==> config.mk <==
export PLATFORM = sky130hd
export DESIGN_NAME = drl_div
export DESIGN_NICKNAME = d
export VERILOG_FILES = /design/src/rtl/core/distance_relaxation_layout_defines.svh /design/src/rtl/core/drl_pkg.sv /design/src/rtl/core/drl_div.sv
export SDC_FILE = /design/constraint.sdc
export NUM_CORES = 1
export LEC_CHECK = 0
export BUFFER_PORTS_ARGS = -buffer_cell sky130_fd_sc_hd__buf_4
export CORE_ASPECT_RATIO = 1.1
export CORE_UTILIZATION = 50
export CTS_CLUSTER_DIAMETER = 200
export DETAILED_ROUTE_END_ITERATION = 16
export PLACE_DENSITY = 0.81
export RECOVER_POWER = 25
export SYNTH_ARGS = -nofsm -noshare
export SYNTH_HDL_FRONTEND = slang
export SYNTH_SLANG_ARGS = --single-unit
==> constraint.sdc <==
create_clock -name clk_i -period 5.24 [get_ports clk_i]
set_input_delay 0.262 -clock clk_i [delete_from_list [all_inputs] [get_ports clk_i]]
set_output_delay 0.262 -clock clk_i [all_outputs]
set_load 0.01 [all_outputs]
==> src/rtl/core/distance_relaxation_layout_defines.svh <==
// Assertion macros shared by the distance relaxation layout RTL
`ifndef DISTANCE_RELAXATION_LAYOUT_DEFINES_SVH
`define DISTANCE_RELAXATION_LAYOUT_DEFINES_SVH

// Same-cycle implication, checked on clk_i and held off during reset
`define DRL_ASSERT_IMPL(lbl, ante, cons) \
  lbl: assert property (@(posedge clk_i) disable iff (!rst_ni) (ante) |-> (cons)) \
    else $error("drl assertion failed");

// Next-cycle implication, checked on clk_i and held off during reset
`define DRL_ASSERT_NEXT(lbl, ante, cons) \
  lbl: assert property (@(posedge clk_i) disable iff (!rst_ni) (ante) |=> (cons)) \
    else $error("drl assertion failed");

`endif

==> src/rtl/core/drl_pkg.sv <==
// Types, constants and state encoding of the distance relaxation layout
package drl_pkg;

  localparam int MAX_POINTS = 32;
  localparam int IDX_W      = $clog2(MAX_POINTS);
  localparam int N_W        = IDX_W + 1;
  localparam int MEM_AW     = 2 * IDX_W;
  localparam int POS_W      = 32;
  localparam int DIST_W     = 31;
  localparam int FORCE_W    = 48;
  localparam int PROD_W     = 64;
  localparam int ROOT_W     = 32;
  localparam int DIV_W      = 49;
  localparam int MOVE_SHIFT = 24;
  localparam int MOVE_W     = PROD_W - MOVE_SHIFT;
  localparam int STEP_W     = 16;
  localparam int CFG_IDX_W  = 1;

  localparam logic signed [PROD_W-1:0] MOVE_GAIN  = 64'sd33554;
  localparam logic signed [PROD_W-1:0] MOVE_ROUND = 64'sd8388608;

  localparam logic [1:0] OP_LOAD_DIST  = 2'd0;
  localparam logic [1:0] OP_LOAD_POINT = 2'd1;
  localparam logic [1:0] OP_RUN        = 2'd2;

  localparam logic [CFG_IDX_W-1:0] CFG_NUM_POINTS = 1'd0;
  localparam logic [CFG_IDX_W-1:0] CFG_STEP_COUNT = 1'd1;

  typedef struct packed {
    logic [1:0]               opcode;
    logic [4:0]               row_index;
    logic [4:0]               col_index;
    logic [DIST_W-1:0]        target_distance;
    logic signed [POS_W-1:0]  load_x;
    logic signed [POS_W-1:0]  load_y;
  } in_item_t;

  typedef struct packed {
    logic [4:0]               point_index;
    logic signed [POS_W-1:0]  pos_x;
    logic signed [POS_W-1:0]  pos_y;
    logic                     last;
  } out_item_t;

  typedef struct packed {
    logic busy;
    logic done;
  } unit_stat_t;

  typedef enum logic [4:0] {
    ST_CLEAR, ST_IDLE, ST_ROW, ST_PAIR, ST_SQX, ST_SQY, ST_SQS, ST_SQRT, ST_DIV,
    ST_MULX, ST_MULY, ST_ACCY, ST_NEXT, ST_MVX, ST_MVY, ST_UPD, ST_EMIT
  } state_e;

endpackage

==> src/rtl/core/drl_div.sv <==
// Iterative restoring divider, one quotient bit per cycle
module drl_div (
  input  logic                         clk_i,
  input  logic                         rst_ni,
  input  logic                         start_i,
  input  logic [drl_pkg::DIV_W-1:0]    num_i,
  input  logic [drl_pkg::ROOT_W-1:0]   den_i,
  output logic [drl_pkg::DIV_W-1:0]    quo_o,
  output drl_pkg::unit_stat_t          stat_o
);

  localparam int CNT_W = $clog2(drl_pkg::DIV_W);
  localparam int DW    = drl_pkg::ROOT_W;

  logic [drl_pkg::DIV_W-1:0] num_q;
  logic [DW-1:0]             rem_q, den_q;
  logic [CNT_W-1:0]          cnt_q;
  logic                      busy_q, done_q;

  logic [DW:0] rem_sh;
  logic        fit;

  assign rem_sh = {rem_q, num_q[drl_pkg::DIV_W-1]};
  assign fit    = rem_sh >= {1'b0, den_q};

  always_ff @(posedge clk_i or negedge rst_ni) begin
    if (!rst_ni) begin
      busy_q <= 1'b0;
      done_q <= 1'b0;
      cnt_q  <= '0;
    end else begin
      done_q <= 1'b0;
      if (start_i) begin
        busy_q <= 1'b1;
        cnt_q  <= '0;
      end else if (busy_q) begin
        cnt_q <= cnt_q + 1'b1;
        if (cnt_q == CNT_W'(drl_pkg::DIV_W - 1)) begin
          busy_q <= 1'b0;
          done_q <= 1'b1;
        end
      end
    end
  end

  // Quotient bits shift in at the bottom as numerator bits leave the top
  always_ff @(posedge clk_i) begin
    if (start_i) begin
      num_q <= num_i;
      den_q <= den_i;
      rem_q <= '0;
    end else if (busy_q) begin
      rem_q <= fit ? DW'(rem_sh - {1'b0, den_q}) : DW'(rem_sh);
      num_q <= {num_q[drl_pkg::DIV_W-2:0], fit};
    end
  end

  assign quo_o  = num_q;
  assign stat_o = '{busy: busy_q, done: done_q};

endmodule

* Word level (Yosys, flattened, before mapping)
Index checks and enable logic that the tools add are counted.
** Word-level totals
- Flip-flop bits (word level) :: 121
- Latch bits :: 0
- Memory bits (writable) :: 0
- ROM bits :: 0
- Bits of input ports :: 84
- Output and inout port bits :: 51
- Logic and storage cells :: 22
- Memories :: 0
** Operators by class
- Add/sub/neg operators :: 2
- $mul :: 0
- Divide/modulo/power cells :: 0
- $lt $le $gt $ge :: 1
- Equal/unequal tests :: 1
- Shifts and indexed selects :: 0
- Mux-type cells :: 11
- Bitwise operators :: 0
- Reductions and logical operators :: 1
** Operator list (number)
- $mux W49 :: 2
- $ge A33 B32 Y1 :: 1
- $mux W32 :: 1
- $sub A32 B32 Y32 :: 1
- $mux W6 :: 2
- $add A6 B1 Y6 const B :: 1
- $eq A6 B6 Y1 const B :: 1
- $mux W1 :: 6
- $reduce_bool A2 Y1 :: 1

* Logic depth before layout (Yosys ltp)
- Word-level depth :: 4
- Mapped depth :: 13
- Mapped depth without buffers :: 11

* Worst setup path before layout
OpenSTA, ideal clock, no wires.
- Path type :: reg-to-reg
- Start point :: reg den_q[1]
- End point :: reg rem_q[0]
- Library setup time :: 0.086 ns
- Data arrival time :: 2.657 ns
- Data required time :: 5.154 ns
- Path slack :: 2.498 ns
- Cell stages (with the launch flop) :: 12
- Buffers on the path :: 1
- Clock period less this slack :: 2.742 ns
- Path through :: edfxtp_1 > inv_1 > ha_1 > nor2b_1 > o31a_1 > o31ai_1 > nand2_1 > a211oi_2 > o21ba_1 > buf_6 > mux2_2 > a211oi_1
** Between the ends
- Longest elaborated chain between the ends :: 2
** Ends and longest elaborated chain
- start: declaration :: RTL line drl_div.sv:16 : logic [DW-1:0] rem_q, den_q;
- start signal: assignment :: RTL line drl_div.sv:50 : den_q <= den_i;
- $ge A33 B32 Y1 :: RTL line drl_div.sv:24 : assign fit = rem_sh >= {1'b0, den_q};
- $mux W32 :: RTL line drl_div.sv:53 : rem_q <= fit ? DW'(rem_sh - {1'b0, den_q}) : DW'(rem_sh);
- end signal: assignment :: RTL line drl_div.sv:53
- end: declaration :: RTL line drl_div.sv:16
Every way passes these cells.
A chain may end at the register's enable or synchronous reset.

* Worst setup path in the final report
- Start point :: in start_i
- End point :: reg num_q, in the netlist quo_o[8], enable pin
** Between the ends
- Longest elaborated chain between the ends :: 1
** Ends and longest elaborated chain
- start: declaration :: RTL line drl_div.sv:5 : input logic start_i,
- $reduce_bool A2 Y1 (no line)
- end signal: assignment :: RTL line drl_div.sv:49 : num_q <= num_i;
- end signal: assignment :: RTL line drl_div.sv:54 : num_q <= {num_q[drl_pkg::DIV_W-2:0], fit};
- end: declaration :: RTL line drl_div.sv:15 : logic [drl_pkg::DIV_W-1:0] num_q;
Every way passes these cells.

==> run metrics <==
status=finished, violations left; violated checks=max-capacitance violations, max-slew violations; Worst EP required=5.28 ns; FF+latch count, synth=121; Global Route Usage Sum=24.1%; first-iteration detailed-routing DRC count=328; clk sinks=121; CP Data Arrival Time=3.72 ns; HPWL Detailed=11400 µm; die area=14000 µm²; Setup Total Neg Slack=0 ns; Port-buffer cells=134; Synth Cell Area=6790 µm²; placed cell count=909; later-pin clock latency in the skew report=0.42 ns; Die W=113 µm; FFs w/ async S/R, synth=6.61%; Mapped Cells=651; Hold Fails Final Rpt=0; pwr dens=447 nW/µm²; setup violators final=0; routability cong.=0.899; max incr delay on CP=1.42 ns; largest net degree at the start of global routing=86; vias in the first global route=5542; VDD IR-drop max=0.000248 V; Core Util, Final=64.2%; post-route ant nets=0; CP Cell Sequence=clkbuf_1, clkinv_1, nand2_2; Initial Utilization=51.4%; initial antenna violation count=0; synthesized area per cell=10.4 µm²; clock root buffer=clkbuf_16; RSZ-0062 raised after global routing=false; Max Cap Viol=1; CORE AREA=13200 µm²; CP max FO=50; total CTS buffers=17; critical path class=in2reg; Synth cell types=65; TritonCTS clock tree=done; Pleak=3.58 nW; fmax=0.271 GHz; Least-Margin Pin Slew=2.04 ns; commonest cells after routing, fill and taps aside=102 x buf_4, 81 x edfxtp_1, 74 x nand2_1; syn_nets=770; # DRC=0; die span in y=124 µm; total chip power=0.00379 W; crit path max-delay cell type=clkbuf_1; final non-filler cell total=946; Yosys warning count=0; EDFF count, synth=81; DR WL/cell=17.0 µm; vias per cell=5.74; Slew Limit Fails=39; P&R area growth vs syn=24.9%; Pre-Repair DR Iteration Count=5; I/O pin count=135; CP Capture Type=register; final clock skew=0.00863 ns; first-pass GRT wire length=26500 µm; sequential-to-total area share from yosys stat=48.2%; diodes inserted=0; Setup crit start kind=input pin; H-tree Lvls=4; final worst path period share=70.3%; commonest non-fill, non-tap cell in the layout=buf_4; hold crit path type=in2reg; Worst slew margin=-35.7%; Min Hold Slack=0.0389 ns; Row Count=44; Routed WL=16100 µm; clock tree buffer depth=2; share of cells above drive strength 1=29.0%; fin crit period=3.68 ns; nets=891; clock-pin transition on the worst setup and hold timing paths=0.06 ns; Vias=5434; Primary FF master, synth=edfxtp_1; grt ovf=0
## timing repair
item,4_1_cts,5_1_grt
setup buffers,0,0
hold endpoints to repair,12,0
resized for setup,0,0
setup endpoints to repair,0,0
hold buffers,5,0
## layer usage
| layer | wire [µm] | global-route usage, % |
|---|---|---|
| met1 | 6520 | 28.3 |
| met2 | 7980 | 40.3 |
| met3 | 1280 | 8.06 |
| met4 | 319 | 9.37 |
| met5 | 0 | 0 |
## cell families (layout without fill, tap and decap cells)
| kind of cell | count (synthesis) | after routing | share of synthesized area, % |
|---|---|---|---|
| AO/OA/AOI/OAI | 144 | 144 | 15.1 |
| XOR/XNOR | 30 | 30 | 3.87 |
| adder cells (fa/ha/maj) | 35 | 35 | 6.56 |
| buffers and inverters | 81 | 215 | 5.03 |
| flip-flops | 121 | 121 | 48.2 |
| multiplexers | 52 | 52 | 8.59 |
| AND/OR/NAND/NOR | 188 | 188 | 12.6 |
## metrics by stage
step,instance area (µm²),setup WS [ns]
2_1_floorplan,6790,2.50
3_3_place_gp,7840,1.78
3_5_place_dp,7840,1.70
4_1_cts,8500,1.67
5_1_grt,8480,1.18
6_report,8480,1.56
## cell usage after synthesis, drive strengths merged, types with 2 or more instances
master,count,share of area (%)
nor2b,5,0.46
a21boi,3,0.33
edfxtp,81,36
mux2,50,8.3
xor2,15,1.9
o31ai,3,0.33
o31a,3,0.39
nor2,48,2.7
a311oi,22,2.8
a211oi,6,0.74
buf,11,1.1
a211o,2,0.26
ha,34,6.3
o21bai,5,0.61
nand2b,6,0.55
a31oi,3,0.28
a21oi,35,2.6
nor4,4,0.37
clkbuf,30,1.7
or3,6,0.55
o211ai,5,0.55
o21ba,3,0.44
dfxtp,32,9.4
and3,5,0.46
nand4,10,0.92
o2111ai,2,0.26
and2,4,0.37
o21a,7,0.77
a31o,4,0.52
nand2,76,4.2
a21o,7,0.77
a311o,4,0.59
dfrtp,8,2.9
xnor2,15,1.9
nand3,12,0.88
o21ai,19,1.4
nor3,8,0.59
a221oi,2,0.26
inv,39,2.2
mux2i,2,0.29
## power by group
group	total, W	switching, W	internal, W
sequential	0.00129	0.000107	0.00119
clock	0.00119	0.000449	0.000742
combinational	0.00130	0.000732	0.000572
total	0.00379	0.00129	0.00250
## layout make-up
type	instances	area [µm²]
tap	161	201
clock inverter	12	140
timing repair buffer	143	1070
multi-input combinational	449	3180
fill	1022	4740
sequential	121	3270
inverter	40	150
clock buffer	20	467
## path summary, 6_finish.rpt
check / slack [ns] / end / start / depth (start not counted)
worst max register to register: 1.66 / rem_q[0]$_SDFFE_PP0P_ / den_q[1]$_DFFE_PP_ / 11
max in group asynchronous: 4.62 / busy_q$_DFF_PN0_ / rst_ni / 2
worst min register to register: 0.49 / rem_q[14]$_SDFFE_PP0P_ / rem_q[13]$_SDFFE_PP0P_ / 2
min in group asynchronous: 0.30 / cnt_q[3]$_DFFE_PN0P_ / rst_ni / 2
worst max-delay path: 1.56 / quo_o[8]$_DFFE_PP_ / start_i / 3
worst min-delay path: 0.04 / den_q[18]$_DFFE_PP_ / den_i[18] / 1
## flip-flops by register name, summed over array words and instances, names as in the netlist
name    count
quo_o      49
den_q      32
rem_q      32
cnt_q       6
busy_q      1
done_q      1
## critical path: cells and delay by family
kind                   cells  cell delay, ns
buffers and inverters      2            2.31
AND/OR/NAND/NOR            1            1.11
Note: power is estimated with default switching activity, not from simulation.
