`src/rtl/core/distance_relaxation_layout_defines.svh`:
```
// Assertion macros shared by the distance relaxation layout RTL
`ifndef DISTANCE_RELAXATION_LAYOUT_DEFINES_SVH
`define DISTANCE_RELAXATION_LAYOUT_DEFINES_SVH

// Same-cycle implication, checked on clk_i and held off during reset
`define DRL_ASSERT_IMPL(lbl, ante, cons) \
  lbl: assert property (@(posedge clk_i) disable iff (!rst_ni) (ante) |-> (cons)) \
    else $error("drl assertion failed");

// Next-cycle implication, checked on clk_i and held off during reset
`define DRL_ASSERT_NEXT(lbl, ante, cons) \
  lbl: assert property (@(posedge clk_i) disable iff (!rst_ni) (ante) |=> (cons)) \
    else $error("drl assertion failed");

`endif

```
`src/rtl/core/drl_pkg.sv`:
```
// Types, constants and state encoding of the distance relaxation layout
package drl_pkg;

  localparam int MAX_POINTS = 32;
  localparam int IDX_W      = $clog2(MAX_POINTS);
  localparam int N_W        = IDX_W + 1;
  localparam int MEM_AW     = 2 * IDX_W;
  localparam int POS_W      = 32;
  localparam int DIST_W     = 31;
  localparam int FORCE_W    = 48;
  localparam int PROD_W     = 64;
  localparam int ROOT_W     = 32;
  localparam int DIV_W      = 49;
  localparam int MOVE_SHIFT = 24;
  localparam int MOVE_W     = PROD_W - MOVE_SHIFT;
  localparam int STEP_W     = 16;
  localparam int CFG_IDX_W  = 1;

  localparam logic signed [PROD_W-1:0] MOVE_GAIN  = 64'sd33554;
  localparam logic signed [PROD_W-1:0] MOVE_ROUND = 64'sd8388608;

  localparam logic [1:0] OP_LOAD_DIST  = 2'd0;
  localparam logic [1:0] OP_LOAD_POINT = 2'd1;
  localparam logic [1:0] OP_RUN        = 2'd2;

  localparam logic [CFG_IDX_W-1:0] CFG_NUM_POINTS = 1'd0;
  localparam logic [CFG_IDX_W-1:0] CFG_STEP_COUNT = 1'd1;

  typedef struct packed {
    logic [1:0]               opcode;
    logic [4:0]               row_index;
    logic [4:0]               col_index;
    logic [DIST_W-1:0]        target_distance;
    logic signed [POS_W-1:0]  load_x;
    logic signed [POS_W-1:0]  load_y;
  } in_item_t;

  typedef struct packed {
    logic [4:0]               point_index;
    logic signed [POS_W-1:0]  pos_x;
    logic signed [POS_W-1:0]  pos_y;
    logic                     last;
  } out_item_t;

  typedef struct packed {
    logic busy;
    logic done;
  } unit_stat_t;

  typedef enum logic [4:0] {
    ST_CLEAR, ST_IDLE, ST_ROW, ST_PAIR, ST_SQX, ST_SQY, ST_SQS, ST_SQRT, ST_DIV,
    ST_MULX, ST_MULY, ST_ACCY, ST_NEXT, ST_MVX, ST_MVY, ST_UPD, ST_EMIT
  } state_e;

endpackage

```
`src/rtl/core/drl_isqrt.sv`:
```
// Iterative integer square root, two radicand bits per cycle
module drl_isqrt (
  input  logic                         clk_i,
  input  logic                         rst_ni,
  input  logic                         start_i,
  input  logic [drl_pkg::PROD_W-1:0]   radicand_i,
  output logic [drl_pkg::ROOT_W-1:0]   root_o,
  output drl_pkg::unit_stat_t          stat_o
);

  localparam int CNT_W = $clog2(drl_pkg::ROOT_W);
  localparam int REM_W = drl_pkg::ROOT_W + 3;

  logic [drl_pkg::PROD_W-1:0] rad_q;
  logic [REM_W-1:0]           rem_q;
  logic [drl_pkg::ROOT_W-1:0] root_q;
  logic [CNT_W-1:0]           cnt_q;
  logic                       busy_q, done_q;

  logic [REM_W-1:0] rem_sh, trial;
  logic             fit;

  assign rem_sh = {rem_q[REM_W-3:0], rad_q[drl_pkg::PROD_W-1 -: 2]};
  assign trial  = {1'b0, root_q, 2'b01};
  assign fit    = rem_sh >= trial;

  always_ff @(posedge clk_i or negedge rst_ni) begin
    if (!rst_ni) begin
      busy_q <= 1'b0;
      done_q <= 1'b0;
      cnt_q  <= '0;
    end else begin
      done_q <= 1'b0;
      if (start_i) begin
        busy_q <= 1'b1;
        cnt_q  <= '0;
      end else if (busy_q) begin
        cnt_q <= cnt_q + 1'b1;
        if (cnt_q == CNT_W'(drl_pkg::ROOT_W - 1)) begin
          busy_q <= 1'b0;
          done_q <= 1'b1;
        end
      end
    end
  end

  always_ff @(posedge clk_i) begin
    if (start_i) begin
      rad_q  <= radicand_i;
      rem_q  <= '0;
      root_q <= '0;
    end else if (busy_q) begin
      rad_q  <= rad_q << 2;
      rem_q  <= fit ? rem_sh - trial : rem_sh;
      root_q <= {root_q[drl_pkg::ROOT_W-2:0], fit};
    end
  end

  assign root_o = root_q;
  assign stat_o = '{busy: busy_q, done: done_q};

endmodule

```
`config.mk`:
```
export PLATFORM = sky130hd
export DESIGN_NAME = drl_isqrt
export DESIGN_NICKNAME = d
export VERILOG_FILES = /design/src/rtl/core/distance_relaxation_layout_defines.svh /design/src/rtl/core/drl_pkg.sv /design/src/rtl/core/drl_isqrt.sv
export SDC_FILE = /design/constraint.sdc
export NUM_CORES = 1
export LEC_CHECK = 0
export BUFFER_PORTS_ARGS = -buffer_cell sky130_fd_sc_hd__buf_2
export CAP_MARGIN = 30
export CORE_MARGIN = 2
export CORE_UTILIZATION = 45
export CTS_CLUSTER_DIAMETER = 150
export DETAILED_ROUTE_END_ITERATION = 12
export GPL_TIMING_DRIVEN = 1
export SLEW_MARGIN = 30
export SYNTH_ARGS = -nofsm -noshare
export SYNTH_HDL_FRONTEND = slang
export SYNTH_SLANG_ARGS = --single-unit
```
`constraint.sdc`:
```
create_clock -name clk_i -period 3.2 [get_ports clk_i]
set_input_delay 0.96 -clock clk_i [delete_from_list [all_inputs] [get_ports clk_i]]
set_output_delay 0.96 -clock clk_i [all_outputs]
set_load 0.1 [all_outputs]
```
# Yosys cells after proc, flatten, opt, wreduce, memory -nomap -nowiden
# Index checks and enable logic that the tools add are counted.
[word_totals]
ff_bits = 136
output_inout_bits = 34
[op_classes]
muxes = 11
n_reduce_logical = 1
n_addsub = 2
order_cmp = 1
eq_ne = 1
[op_table]
columns = ["operator", "n"]
rows = [
  ["64-bit 2-to-1 mux", 2],
  ["35-bit by 34-bit greater-or-equal comparator with 1-bit output", 1],
  ["33-bit 2-to-1 mux", 1],
  ["33-bit subtractor", 1],
  ["5-bit 2-to-1 mux", 2],
  ["1-bit 2-to-1 mux", 6],
  ["5-bit by 1-bit adder with 5-bit output, second input constant", 1],
  ["5-bit == test, second input constant", 1],
  ["2-bit nonzero test", 1],
]

# Depth between registers and ports, before layout
# Gate-level depths: netlist of the first run.
[depth]
word_depth = 4
depth_mapped = 12
depth_no_buf = 10

# Worst setup path before layout of the first run
# Ideal clock, no wire load.
[synth_path]
kind = "reg2reg"
startpoint = "register root_q (netlist bit root_o[23])"
endpoint = "register rem_q[20]"
period_less_slack_ns = 3.294
required_time_ns = 3.121
t_arrival_ns = 3.215
stages_incl_launch_ff = 13
slack_ns = -0.094
cell_sequence = "dfxtp_1 -> inv_1 -> ha_1 -> buf_6 -> a21oi_2 -> a21boi_0 -> a311o_1 -> a221o_1 -> a31oi_4 -> o21bai_4 -> buf_12 -> and2_4 -> a211oi_2"
[synth_between]
elab_chain_cells = 2
[synth_lines]
columns = ["element", "line", "text"]
rows = [
  ["start: declaration", "drl_isqrt.sv:16", "logic [drl_pkg::ROOT_W-1:0] root_q;"],
  ["start signal: assignment", "drl_isqrt.sv:55", "root_q <= {root_q[drl_pkg::ROOT_W-2:0], fit};"],
  ["35-bit by 34-bit greater-or-equal comparator with 1-bit output", "drl_isqrt.sv:25", "assign fit = rem_sh >= trial;"],
  ["33-bit 2-to-1 mux", "drl_isqrt.sv:54", "rem_q <= fit ? rem_sh - trial : rem_sh;"],
  ["end signal: assignment", "drl_isqrt.sv:54", ""],
  ["end: declaration", "drl_isqrt.sv:15", "logic [REM_W-1:0] rem_q;"],
]
# Every way passes these cells.
# A chain may end at the register's enable or synchronous reset.

# Worst setup path after layout of the first run
[layout_path]
startpoint = "register root_q (netlist bit root_o[18])"
endpoint = "register rem_q[28]"
[layout_between]
elab_chain_cells = 2
word_cells_on_any_way = 3
classes_between = "add/sub (1); order compare (1); mux (1)"
[layout_lines]
columns = ["element", "line"]
rows = [
  ["33-bit subtractor / 35-bit by 34-bit greater-or-equal comparator with 1-bit output (equally long branches)", "drl_isqrt.sv:54, drl_isqrt.sv:25"],
  ["33-bit 2-to-1 mux (*)", "drl_isqrt.sv:54"],
]
# Mark *: on every way between the ends. The rest lies on a longest branch, timed or not.

==> flow_summary.ini, run 1 <==
[placed_design]
gp_congestion = 0.948
io_buffers = 100
dp_hpwl_mm = 12.2

[synth]
synthAdderAreaFrac_pct = 5.84
syn_avg_cell_area_sq_um = 10.4
synth_xor_area_share_pct = 3.41
async_flop_share_pct = 5.15
ys_seq_area_share_pct = 44.1
synth-main-ff-cell = dfxtp_1
synth_top_family_by_area = multiplexers
synth_top_area_share_pct = 24.9
yosys_register_bits = 136
synth_area_sq_um = 7710
ys_types = 73
synth_compound_area_share_pct = 13.5
synth_edf_count = 64
syn_nets = 846
synth_area_leaders = edfxtp_1, dfxtp_1, mux2_2
synth_simple_gate_area_share_pct = 11.5
synth_mux_area_share_pct = 16.6
syn_inst = 743
ys_warn_count = 0
yosysTopAreaCell = edfxtp_1

[global_routing]
grt_pass1_vias = 5968
grt_max_degree = 99
antenna_found_initial = 0
grt_pass1_wl_mm = 29.0
grt_usage_pct = 19.9
overflow = 0

[cells_and_area]
fillerInstances = 1505
syn_to_final_growth_pct = 17.3
antenna_cells = 0
nets = 940
drive_gt1_share_pct = 28.7

[drt]
firstDrtPassIters = 6
routedWlPerCell_um = 16.4
drtIter0Drc = 339
vias_per_cell = 5.45
vias = 5829
drc_errors = 0
ant_nets = 0
wirelength_mm = 17.5

[power_and_ir_drop]
p_per_area_nw_per_um2 = 924
internal_power_mw = 5.13
power.share.sequential_pct = 27.0
p_leak_nw = 4.05
max-vdd-ir-drop_mv = 0.447
p_clk_share_pct = 24.2
net-switching-power_mw = 3.23
power_frac_comb_pct = 48.9
swShare_pct = 38.6

[timing]
hold_viol_final = 0
drv_slew = 0
fin_hold_ws_ns = 0.360
relSlewSlack_pct = 51.2
rsz0062_at_grt = false
skew_ns = 0.00549
fmax_mhz = 337
finalCriticalPeriod_ns = 2.96
fin_crit_sh_pct = 92.6
setup_tns_ns = 0
finalSetupViolations = 0
worst_pin_slew_ns = 0.732

[clocking]
postCtsSetupBuffers = 0
clk_pin_slew_ns = 0.06
cts_htree_levels = 4
clk_latency_ns = 0.42
root_buffer = clkbuf_16
clk_path_buf_depth = 2
cts_buffers = 17
cts.sinks = 136
cts_tree = yes
cts_hold_buffers = 0
cts.repair.resized = 0

[critical_path]
crit_path_start_kind = flip-flop
worstPathRequired_ns = 3.52
crit_arrival_ns = 3.28
path_class = reg -> reg
crit_fanout = 34
critPathCaptureType = flip-flop

[floorplanning]
core_region_area_sq_um = 16600
die_x_um = 135
start_util_pct = 46.3
die_y_um = 135
rows = 47
ios = 101
die-area_sq_um = 18200

[hold_path]
hold_class = in -> async

[run_status]
outcome = finished, final reports clean

[job]
max_cap_violations = 0
registers in the layout, indices dropped and copies added (netlist names):
signal and flops:
rad_q 64, rem_q 33, root_o 32, cnt_q 5
busy_q 1, done_q 1
metal layers:
| layer | up-vias | GRT usage (%) | wire length, um |
|---|---|---|---|
| met5 | - | 0 | 0 |
| met4 | 0 | 7.66 | 343 |
| met3 | 21 | 6.27 | 1100 |
| met2 | 148 | 32.2 | 8190 |
| met1 | 2784 | 25.0 | 7900 |
| li1 | 2876 | - | - |
layout by cell type, fill, tap and decap left out, types with 3 or more instances in the layout:
master / count
edfxtp_1: 64
mux2_2: 63
nor2_1: 84
nand3_1: 9
a211oi_1: 23
xor2_1: 14
nand2b_1: 6
o21bai_1: 4
buf_2: 99
ha_1: 36
and2_1: 5
buf_4: 15
o31ai_1: 4
xnor2_1: 16
bufinv_16: 3
o21ai_0: 24
and3_1: 5
nor4_1: 3
buf_12: 3
a211oi_2: 3
nand2_1: 45
a21boi_0: 4
a31o_1: 3
nor3_1: 13
dfxtp_1: 52
a21oi_1: 30
clkbuf_16: 17
o21ai_1: 3
inv_1: 43
dfxtp_2: 13
nand4_1: 7
inv_6: 4
a21o_1: 8
mux2i_1: 57
o211ai_1: 6
dfrtp_1: 6
through the flow:
stage | power (mW) | instances | worst slack (ns) | utilization (%) | instance area (sq um)
floorplan | 5.50 | 743 | 0.00187 | - | 7730
global placement | 6.31 | 1038 | 0.343 | 50.7 | 8450
detailed placement | 6.32 | 1038 | 0.241 | 50.7 | 8450
CTS | 8.39 | 1070 | 0.212 | 54.4 | 9050
global route | 8.88 | 1070 | 0.0783 | 54.4 | 9050
finish | 8.36 | 1070 | 0.236 | 54.4 | 9050
power groups by stage:
stage                     Combinational, mW  Clock, mW  Sequential, mW
final                                  4.09       2.02            2.25
after global routing                   4.46       2.14            2.28
after CTS                              4.07       2.07            2.25
after detailed placement               4.03          0            2.29
after global placement                 4.03          0            2.28
after floorplan                        3.19          0            2.32
kinds of logic (layout without fill, tap and decap cells):
family,count (synthesis),count (layout)
adder cells (fa/ha/maj),36,36
AO/OA/AOI/OAI,145,145
multiplexers,120,120
buffers and inverters,86,193
AND/OR/NAND/NOR,190,190
XOR/XNOR,30,30
flip-flops,136,136
synth_stat cells, drive strengths merged (7+ instances only):
library cell,n
nor2,84
dfxtp,65
edfxtp,64
mux2,63
mux2i,57
nand2,45
inv,44
ha,36
a21oi,32
o21ai,27
a211oi,26
clkbuf,24
buf,18
xnor2,16
xor2,14
nor3,13
nand4,10
a21o,9
nand3,9
dfrtp,7
o211ai,7
critical path, stage by stage (launching register included):
cell,delay (ns)
dfxtp_2,0.36
inv_1,0.05
ha_1,0.40
a21oi_1,0.18
o21ai_1,0.11
a311o_1,0.38
a221o_1,0.34
a31oi_4,0.22
o21bai_4,0.11
buf_12,0.20
or2_1,0.23
a311oi_1,0.28
area by class of cell:
type                    instances  area, sq um  share of cell area [%]
repair buffers                117          668                    7.39
clock buffers                  19          433                    4.79
flip-flops and latches        136         3420                    37.8
clock inverters                13          168                    1.85
well taps                     220          275                    3.04
inverters                      44          165                    1.83
multi-input cells             521         3920                    43.3
path summary, 6_finish.rpt:
path                       cells past startpoint                     end  slack (ns)                     from
setup / recovery                              11  rem_q[28]$_SDFFE_PP0P_        0.24  root_o[18]$_SDFFE_PP0P_
hold / removal                                 1    cnt_q[3]$_DFFE_PN0P_        0.36                   rst_ni
setup reg to reg                              11  rem_q[28]$_SDFFE_PP0P_        0.24  root_o[18]$_SDFFE_PP0P_
hold reg to reg                                2   rem_q[0]$_SDFFE_PP0P_        0.49    rem_q[0]$_SDFFE_PP0P_
max in group asynchronous                      1        busy_q$_DFF_PN0_        2.67                   rst_ni
min in group clk_i                             2   rem_q[0]$_SDFFE_PP0P_        0.49    rem_q[0]$_SDFFE_PP0P_
Note: power is estimated with default switching activity, not from simulation.
==> run 2, diff against run 1 <==
--- a/config.mk
+++ b/config.mk
@@ -13,4 +13,5 @@
 export DETAILED_ROUTE_END_ITERATION = 12
 export GPL_TIMING_DRIVEN = 1
+export PLACE_DENSITY = 0.72
 export SLEW_MARGIN = 30
 export SYNTH_ARGS = -nofsm -noshare
==> constraint.sdc (replaced) <==
create_clock -name clk_i -period 3.2 [get_ports clk_i]
set_input_delay 0 -clock clk_i [delete_from_list [all_inputs] [get_ports clk_i]]
set_output_delay 0 -clock clk_i [all_outputs]
set_load 0.1 [all_outputs]
==> run 2 against run 1 <==
Against the previous run:
- die area unchanged
- combinational power down 1%
- critical path depth unchanged
- register-to-register slack better by 0.07 ns
- power down 0.81%
- sequential share of layout area down 2.4 points
- fmax up 2.4%
- worst setup slack better by 0.069 ns
- final area up 6.8%
- first-iteration DRC count down 9.7%
- count of clock-buffer cells in the layout up 1
- critical path type unchanged
==> flow_summary.ini, run 2 (synthesized netlist as in run 1, its figures left out) <==
[timing]
finalSetupViolations = 0
fin_hold_ws_ns = 0.0780
setup_tns_ns = 0
rsz0062_at_grt = false
finalCriticalPeriod_ns = 2.89
relSlewSlack_pct = 51.2
skew_ns = 0.00949
worst_pin_slew_ns = 0.732
setup_ws_ns = 0.306
drv_slew = 0
fin_crit_sh_pct = 90.4
hold_viol_final = 0
fmax_mhz = 345

[cells_and_area]
antenna_cells = 0
syn_to_final_growth_pct = 25.3
regArea_sq_um = 3420
fillerInstances = 1406
nets = 999
drive_gt1_share_pct = 26.2
final_area_sq_um = 9660
top_register = rad_q
final_cell_mix = buf_2, nor2_1, dlygate4sd3_1, edfxtp_1, mux2_2
largest_register_ffs = 64
layout_commonest_cell = buf_2
multi_input_area_sq_um = 3920

[power_and_ir_drop]
p_per_area_nw_per_um2 = 858
p_leak_nw = 4.30
max-vdd-ir-drop_mv = 0.557
power_mw = 8.29

[critical_path]
cpMaxStageDelayCell = a311o_1
crit_fanout = 22
crit_arrival_ns = 3.22
path_class = reg -> reg
critPathCaptureType = flip-flop
critPathLaunch = root_o[18]$_SDFFE_PP0P_
path_buf_inv = 2
slowest_delay_ns = 0.39
cpLargestDelayFamily = compound AO/OA/AOI/OAI gates
worstPathRequired_ns = 3.53
crit_path_start_kind = flip-flop
cp_cell_sequence = inv_1 > ha_1 > a21oi_1 > o21ai_1 > a311o_1 > a221o_1 > a31oi_4 > o21bai_4 > buf_12 > or2_1 > a311oi_1
timing.rr.start = root_o[18]$_SDFFE_PP0P_

[clocking]
clk_pin_slew_ns = 0.07
clk_latency_ns = 0.43
cts.repair.resized = 0
cts.sinks = 136
root_buffer = clkbuf_16
cts_buffers = 17
cts_tree = yes
cts_htree_levels = 4
clk_path_buf_depth = 2

[hold_path]
min_from = start_i
hold_class = in -> reg

[global_routing]
grt_pass1_wl_mm = 29.6
grt_usage_pct = 20.5
overflow = 0
grt_max_degree = 79
grt_pass1_vias = 5960
antenna_found_initial = 0

[drt]
drtIter0Drc = 306
ant_nets = 0
drc_errors = 0
firstDrtPassIters = 5
vias_per_cell = 5.35
routedWlPerCell_um = 16.1
wirelength_mm = 18.1
vias = 6045

[run_status]
outcome = finished, final reports clean

[placed_design]
gp_congestion = 0.888
io_buffers = 100
placed_area_sq_um = 8410
dp_hpwl_mm = 11.5
dp_worst_setup_slack_ns = 0.350

[job]
max_cap_violations = 0

[floorplanning]
rows = 47
start_util_pct = 46.3
ios = 101
die_x_um = 135
die_y_um = 135
core_region_area_sq_um = 16600
die-area_sq_um = 18200
run 2: cell types whose count changed in the layout (fill, tap and decap cells not counted):
| cell | delta |
|---|---|
| bufinv_16 | -2 |
| buf_4 | -8 |
| buf_12 | +1 |
| clkbuf_8 | +1 |
| clkbuf_1 | -1 |
| dlygate4sd3_1 | +66 |
| inv_8 | +2 |
| clkinvlp_4 | -1 |
| clkinv_2 | -2 |
| clkbuf_16 | +1 |
| clkinv_4 | +2 |
run 2: area by class of cell:
cell class                      count  share of cell area, %
Clock buffer                       20                   4.84
Clock inverter                     12                   1.35
Inverter                           44                   1.71
Multi-Input combinational cell    521                   40.5
Sequential cell                   136                   35.4
Tap cell                          220                   2.85
Timing Repair Buffer              176                   13.3
run 2: metal layers:
metal | up-vias | track usage, % | wire (um)
li1 | 3002 | - | -
met1 | 2849 | 25.5 | 7970
met2 | 173 | 35.0 | 8800
met3 | 21 | 5.67 | 1140
met4 | 0 | 5.61 | 208
met5 | - | 0 | 0
run 2: through the flow:
stage | util (%) | instances
after CTS | 58.1 | 1129
after detailed placement | 50.5 | 1031
final | 58.1 | 1129
after floorplan | - | 743
after global placement | 50.5 | 1031
after global routing | 58.1 | 1129
run 2: repair_timing:
action	CTS	global route
hold endpoints to repair	71	0
setup buffers	0	0
hold buffers	66	0
run 2: power by group:
part           internal, mW  switching, mW
logic                  1.83           2.21
clock network          1.16          0.837
registers              2.09          0.163
run 2: worst paths after layout:
check / end / slack (ns) / depth (start not counted)
max reg2reg: rem_q[28]$_SDFFE_PP0P_ / 0.31 / 11
min reg2reg: rem_q[0]$_SDFFE_PP0P_ / 0.49 / 2
min in group asynchronous: cnt_q[0]$_DFFE_PN0P_ / 0.55 / 3
min: root_o[0]$_SDFFE_PP0P_ / 0.08 / 2
max: rem_q[28]$_SDFFE_PP0P_ / 0.31 / 11
max in group asynchronous: busy_q$_DFF_PN0_ / 2.37 / 3
==> run 3, diff against run 2 <==
- CORE_UTILIZATION: 45 -> 35
- PLACE_DENSITY: 0.72 -> 0.6
==> run 3 against run 2 <==
Against the previous run:
- via count decreased by 0.78%
- sequential power hardly changed
- non-clock buffer count up 12
- critical path type unchanged
- critical endpoint unchanged
- largest cell class unchanged
==> flow_summary.ini, run 3 (synthesized netlist as in run 1, its figures left out) <==
[cells_and_area]
nets = 1011
layout_commonest_cell = buf_2
fin_util_pct = 45.0
drive_gt1_share_pct = 27.0
top_register = rad_q
largest_register_ffs = 64
syn_to_final_growth_pct = 26.9
final_cells = 1201
final_cell_mix = buf_2, nor2_1, dlygate4sd3_1, edfxtp_1, mux2_2
final_area_sq_um = 9790
antenna_cells = 0

[critical_path]
reg2regPathDepth = 11
path_class = reg -> reg
crit_fanout = 26
worstPathRequired_ns = 3.54
cpMaxStageDelayCell = ha_1
slowest_delay_ns = 0.38
cpLargestDelayFamily = compound AO/OA/AOI/OAI gates
critPathCaptureType = flip-flop
timing.rr.start = root_o[18]$_SDFFE_PP0P_
crit_path_start_kind = flip-flop
r2r_setup_slack_ns = 0.33
crit_arrival_ns = 3.21
cp_cell_sequence = inv_1 > ha_1 > a21oi_1 > o21ai_1 > a311o_1 > a221o_1 > a31oi_4 > o21bai_4 > buf_12 > or2_1 > a311oi_1
regToRegEndpoint = rem_q[28]$_SDFFE_PP0P_
path_buf_inv = 2

[timing]
setup_tns_ns = 0
hold_viol_final = 0
drv_slew = 0
relSlewSlack_pct = 47.6
fin_hold_ws_ns = 0.0676
skew_ns = 0.0120
setup_ws_ns = 0.331
finalSetupViolations = 0
fin_crit_sh_pct = 89.7
rsz0062_at_grt = false
finalCriticalPeriod_ns = 2.87
worst_pin_slew_ns = 0.785
fmax_mhz = 349

[hold_path]
hold_class = in -> reg
min_from = start_i
min_delay_path_depth = 2
worstHoldEndpoint = cnt_q[1]$_DFFE_PN0P_

[placed_design]
dp_worst_setup_slack_ns = 0.364
io_buffers = 100
dp_hpwl_mm = 12.6
place_inst = 1103
gp_congestion = 0.871
placed_area_sq_um = 8550

[global_routing]
grt_pass1_wl_mm = 31.4
overflow = 0
antenna_found_initial = 0
grt_pass1_vias = 6126
grt_usage_pct = 16.6
grt_max_degree = 64

[floorplanning]
die_y_um = 152
ios = 101
die_x_um = 152
core_region_area_sq_um = 21800
die-area_sq_um = 23200
rows = 54
start_util_pct = 35.4

[clocking]
root_buffer = clkbuf_16
clk_path_buf_depth = 2
cts_tree = yes
clk_latency_ns = 0.43
cts_htree_levels = 4
cts.sinks = 136
postCtsSetupBuffers = 0
clk_pin_slew_ns = 0.06
cts_buffers = 17

[drt]
routedWlPerCell_um = 15.6
firstDrtPassIters = 4
vias = 5998
ant_nets = 0
drc_errors = 0
drtIter0Drc = 293
vias_per_cell = 4.99
wirelength_mm = 18.8

[power_and_ir_drop]
power_mw = 8.37
p_leak_nw = 4.34
max-vdd-ir-drop_mv = 0.421
p_per_area_nw_per_um2 = 855

[job]
max_cap_violations = 0

[run_status]
outcome = finished, final reports clean
## run 3: cell count changes in the layout (fill, tap and decap cells not counted)
cell,previous run,this run
clkinv_2,0,2
inv_8,2,1
clkbuf_16,18,17
inv_6,4,1
clkinvlp_4,1,2
clkbuf_8,1,0
bufinv_16,1,2
clkbuf_1,1,2
clkinv_4,4,5
buf_4,7,21
buf_12,4,2
## run 3: cell type report
cell class	instances	area (sq um)
Clock buffer	19	433
Clock inverter	13	149
Fill cell	2057	12000
Inverter	44	165
Multi-Input combinational cell	521	3920
Sequential cell	136	3420
Tap cell	280	350
Timing Repair Buffer	188	1350
## run 3: routing by layer
metal  GRT usage [%]  share of wire, %  vias to the layer above  wire length (um)
met3            4.55               5.8                       24              1090
met5               0                 0                        -                 0
met2            27.7                48                      158              8950
met4            4.94               1.5                        0               273
li1                -                 -                     3020                 -
met1            21.2                45                     2796              8450
## run 3: repair_timing
action,in CTS,in global routing
hold buffers,66,0
setup endpoints to repair,0,0
resized for setup,0,0
endpoints found under the hold margin,71,0
## run 3: worst max-delay path by stage
stage | to | slack, ns | cells after the start | startpoint
detailed placement | rem_q[28]$_SDFFE_PP0P_ | 0.36 | 11 | root_o[18]$_SDFFE_PP0P_
floorplan | rem_q[32]$_SDFFE_PP0P_ | 0.002 | 10 | root_o[12]$_SDFFE_PP0P_
global route | rem_q[21]$_SDFFE_PP0P_ | 0.12 | 12 | root_o[2]$_SDFFE_PP0P_
global placement | rem_q[28]$_SDFFE_PP0P_ | 0.37 | 11 | root_o[23]$_SDFFE_PP0P_
CTS | rem_q[28]$_SDFFE_PP0P_ | 0.33 | 11 | root_o[18]$_SDFFE_PP0P_
finish | rem_q[28]$_SDFFE_PP0P_ | 0.33 | 11 | root_o[18]$_SDFFE_PP0P_
## run 3: power breakdown
part           leakage [nW]  internal (mW)  switching [mW]
clock network         0.279           1.16           0.813
registers              1.31           2.09           0.164
logic                  2.75           1.88            2.26
total                  4.34           5.13            3.24
